==> config.mk <==
export PLATFORM = sky130hd
export DESIGN_NAME = rsapke_ram
export DESIGN_NICKNAME = d
export VERILOG_FILES = /design/src/rtl/rsa_public_key_engine_core_defines.svh /design/src/rtl/rsapke_ram.sv
export SDC_FILE = /design/constraint.sdc
export NUM_CORES = 2
export LEC_CHECK = 0
export BUFFER_PORTS_ARGS = -buffer_cell sky130_fd_sc_hd__buf_2
export CORE_MARGIN = 3
export CORE_UTILIZATION = 50
export CTS_BUF_LIST = sky130_fd_sc_hd__clkbuf_8
export CTS_CLUSTER_DIAMETER = 40
export DETAILED_ROUTE_END_ITERATION = 8
export PLACE_DENSITY = 0.65
export SETUP_SLACK_MARGIN = 0.4
export SKIP_CTS_REPAIR_TIMING = 1
export SLEW_MARGIN = 20
export SYNTH_ARGS = -nofsm -noshare
export SYNTH_HDL_FRONTEND = slang
export SYNTH_SLANG_ARGS = --single-unit
==> constraint.sdc <==
create_clock -name clk -period 4.7 [get_ports clk]
set_input_delay 0.94 -clock clk [delete_from_list [all_inputs] [get_ports clk]]
set_output_delay 0.94 -clock clk [all_outputs]
set_load 0.02 [all_outputs]
==> src/rtl/rsa_public_key_engine_core_defines.svh <==
// ---------------------------------------------------------------------------
// RSA public-key engine assertion macros
// Shared concurrent-check shorthands; clocked on clk, off while arst_n is low.
// ---------------------------------------------------------------------------
`ifndef RSA_PUBLIC_KEY_ENGINE_CORE_DEFINES_SVH
`define RSA_PUBLIC_KEY_ENGINE_CORE_DEFINES_SVH

// same-cycle implication
`define RSAPKE_ASSERT_IMPL(name, ante, cons, msg) \
	name: assert property (@(posedge clk) disable iff (!arst_n) (ante) |-> (cons)) \
		else $error(msg);

// next-cycle implication
`define RSAPKE_ASSERT_NEXT(name, ante, cons, msg) \
	name: assert property (@(posedge clk) disable iff (!arst_n) (ante) |=> (cons)) \
		else $error(msg);

`endif

==> src/rtl/rsapke_ram.sv <==
// ---------------------------------------------------------------------------
// RSA public-key engine RAM
// Simple dual-port RAM, one write and one registered read port.
// ---------------------------------------------------------------------------
`timescale 1ns / 1ps

module rsapke_ram #(
	parameter  int WIDTH = 32,
	parameter  int DEPTH = 64,
	localparam int AW    = $clog2(DEPTH)
) (
	input  logic             clk,
	input  logic             we,
	input  logic [AW-1:0]    waddr,
	input  logic [WIDTH-1:0] wdata,
	input  logic [AW-1:0]    raddr,
	output logic [WIDTH-1:0] rdata
);

	logic [WIDTH-1:0] mem [DEPTH];

	always_ff @(posedge clk) begin
		if (we) begin
			mem[waddr] <= wdata;
		end
		rdata <= mem[raddr];
	end

endmodule

==> summary.md <==
| Metric | Value |
|---|---|
| Syn_nets | `3370` |
| Inserted Clock Buffers | `around 340` |
| Adder-Cell Fraction of Synth Area | `0%` |
| CP startpoint | `raddr[0]` |
| Seq cells post-synth | `approximately 2100` |
| Final hold violation count | `0` |
| Worst Hold Class | `in -> reg` |
| Clock group share of total power | `around two fifths` |
| Largest net degree at the start of global routing | `slightly below 100` |
| Ys Warns | `0` |
| GP Congestion | `between 0.8 and 0.9` |
| Worst Path Arrival | `just over 4 ns` |
| Most common cell after layout, fill and taps aside | `edfxtp_1` |
| CTS max path bufs | `4` |
| Required time of the critical path | `5.50 ns` |
| DR vias | `37770` |
| Comb power frac | `approximately 5.4%` |
| Setup TNS | `0 ns` |
| Worst reg2reg path endpoint | `rdata[18]$_DFF_P_` |
| DRC | `0` |
| Layout Cells excl Fill | `slightly above 6000` |
| Overall die width | `~400 um` |
| FMAX | `a little over 300 MHz` |
| Relative slew slack | `24.60%` |
| Synthesized instance count | `3324` |
| Worst vdd ir | `0.2690 mV` |
| First-pass detailed-route iteration total | `6` |
| Mux cell area share after synthesis | `around 17%` |
| Total wire length | `~200000 um` |
| WL/cell | `~33 um` |
| Row cnt | `approximately 140` |
| Detailed Route Iter0 Violations | `~4500` |
| Total grt overflow | `0` |
| Most frequent cells in the layout | `2048 x edfxtp_1, 544 x mux4_2, 363 x clkbuf_8` |
| Dpl cells | `5461` |
| Die Span Y | `402.3 um` |
| CTS tree | `done` |
| Yosys top cell area share | `approximately four fifths` |
| Net Sw Power | `a little over 8 mW` |
| Reg2reg path depth | `4` |
| Power density cells | `between 400 and 500 nW/um^2` |
| Port-buffer cells | `77` |
| Period utilization | `a little over two thirds` |
| Final setup viols | `0` |
| Leak Pwr | `approximately 28 nW` |
| Flop2flop setup slack | `~2 ns` |
| Total GRT Usage | `between 20% and 30%` |
| Detail Route Antenna Nets | `0` |
| DP HPWL | `between 100000 and 150000 um` |
| Int Power | `between 20 and 30 mW` |
| Netlist cell types | `34` |
| CTS Sinks | `2080` |
| First-pass GRT wire length | `286500 um` |
| Largest family of logic cells by synthesized area | `multiplexers` |
| Clk Latency, worst-skew pair | `1.00 ns` |
| Complex-gate fraction of the synthesized area | `under 10%` |
| Clock slew at reported path FFs | `approximately 0.06 ns` |
| Core area | `~150000 um^2` |
| Max-cap violations | `0` |
| Syn avg cell area | `roughly 24 um^2` |
| CP Launch Type | `input port` |
| Initial Utilization | `between 50% and 60%` |
| DR vias/cell | `6.242` |
| Ports | `78` |
| WHS | `between 0.3 and 0.4 ns` |
| Worst-margin pin slew | `~1.1 ns` |
| Cell accounting for the most synthesized area | `edfxtp_1` |
| Syn Std Cell Area | `78520 um^2` |
| Seq pwr share | `between 50% and 60%` |
| Root Driver | `clkbuf_8` |
| H-tree depth | `5` |
| Slew Limit Fails | `0` |
| Synth Area in XOR/XNOR | `0%` |
| Crit path time final | `about 3.3 ns` |
| Worst Path Max Fanout | `25` |
| Reg2reg start | `mem[27][18]$_DFFE_PP_` |
| DIE AREA | `roughly 160000 um^2` |
| Cells on Worst Hold Path | `1` |
| Net Sw Frac | `22.07%` |
| Hold Crit Start | `wdata[19]` |
| Outcome | `finished, final reports clean` |
| NumNets Final | `approximately 3800` |
| Post-Synth Simple-Gate Area | `under 10%` |
| RSZ-0062 raised after global routing | `no` |
| Crit end category | `flop` |
| Area delta synth->final | `13.52%` |
| Share of cells above drive strength 1 | `between 30% and 40%` |
| Initial antenna violation count | `14` |
| Top cells by area, synth | `edfxtp_1 78%, mux4_2 16%, mux2i_1 1.2%` |
| Vias in the first global route | `~38000` |
| Setup CP Type | `in -> reg` |
| Clk_skew | `around 0.053 ns` |
| WHS Endpoint | `mem[8][19]$_DFFE_PP_` |
| Register area share after synthesis | `roughly four fifths` |
Yosys cell counts:
master / n
buf_4: 25
and3_1: 4
clkbuf_1: 74
o221ai_1: 27
nor2b_1: 15
o22ai_1: 84
or3b_2: 3
or2_2: 1
nand3b_1: 5
a31oi_1: 1
buf_1: 21
or2_1: 1
mux2i_1: 93
a311oi_1: 8
and2_1: 2
nand3_1: 5
or3_1: 3
nand4b_1: 1
nor2_1: 137
nand2b_1: 8
a41o_1: 4
o32ai_1: 4
a21oi_1: 62
buf_6: 5
or2_0: 1
edfxtp_1: 2048
nand2_1: 26
mux4_2: 544
dfxtp_1: 32
nand4_1: 2
a22oi_1: 12
buf_2: 57
or3b_1: 2
nor3_1: 7
power groups by stage:
| stage | logic [mW] | clock network, mW | registers (mW) |
|---|---|---|---|
| 2_1_floorplan | 0.999 | 0 | 21.0 |
| 3_3_place_gp | 2.00 | 0 | 21.0 |
| 3_5_place_dp | 2.03 | 0 | 21.0 |
| 4_1_cts | 2.03 | 15.0 | 20.6 |
| 5_1_grt | 2.11 | 15.8 | 20.6 |
| 6_report | 2.01 | 14.7 | 20.6 |
per-layer routing:
metal	wire (um)	global-route usage (%)	vias up
li1	-	-	15180
met1	79080	35.60	20250
met2	97550	39.58	2000
met3	20640	6.613	329
met4	5009	7.097	4
met5	24	0	-
cells by family after synthesis:
logic type	Yosys count
DFF	2080
muxes	637
and+or+nand+nor	223
AOI/OAI and AO/OA	202
buffers and inverters	182
cell type report:
type | instances | area [um^2]
multi-input cells | 1062 | 15970
clock buffers | 363 | 4996
clock inverters | 218 | 1266
diodes | 8 | 20.02
repair buffers | 275 | 2186
fillers | 11140 | 65820
well taps | 2044 | 2557
flip-flops and latches | 2080 | 62140
stage by stage:
step                power, mW  setup WS (ns)  utilization, %  instance area (um^2)
detailed placement      23.05         0.4667           53.47                 82850
CTS                     37.62          1.549           57.51                 89110
floorplan               22.01         0.6002               -                 78520
global route            38.56          1.422           57.51                 89120
global placement        23.02         0.4624           53.47                 82850
finish                  37.37          1.415           57.52                 89130
registers in the layout, indices dropped and copies added, names as in the netlist:
name / cells
mem: 2048
rdata: 32
worst max-delay path by stage:
stage / cells past startpoint / slack, ns / endpoint
after floorplan: 4 / 0.60 / mem[48][0]$_DFFE_PP_
after global placement: 6 / 0.46 / rdata[18]$_DFF_P_
after detailed placement: 6 / 0.47 / rdata[18]$_DFF_P_
after CTS: 6 / 1.55 / rdata[18]$_DFF_P_
after global routing: 6 / 1.42 / rdata[18]$_DFF_P_
final: 6 / 1.42 / rdata[18]$_DFF_P_
critical path, cell delays in order:
cell and delay (ns):
buf_8 0.34, buf_4 0.55, mux4_2 0.58, mux4_2 0.50
o22ai_1 0.86, nor2_1 0.26
Power figures use the tool's default switching activity.
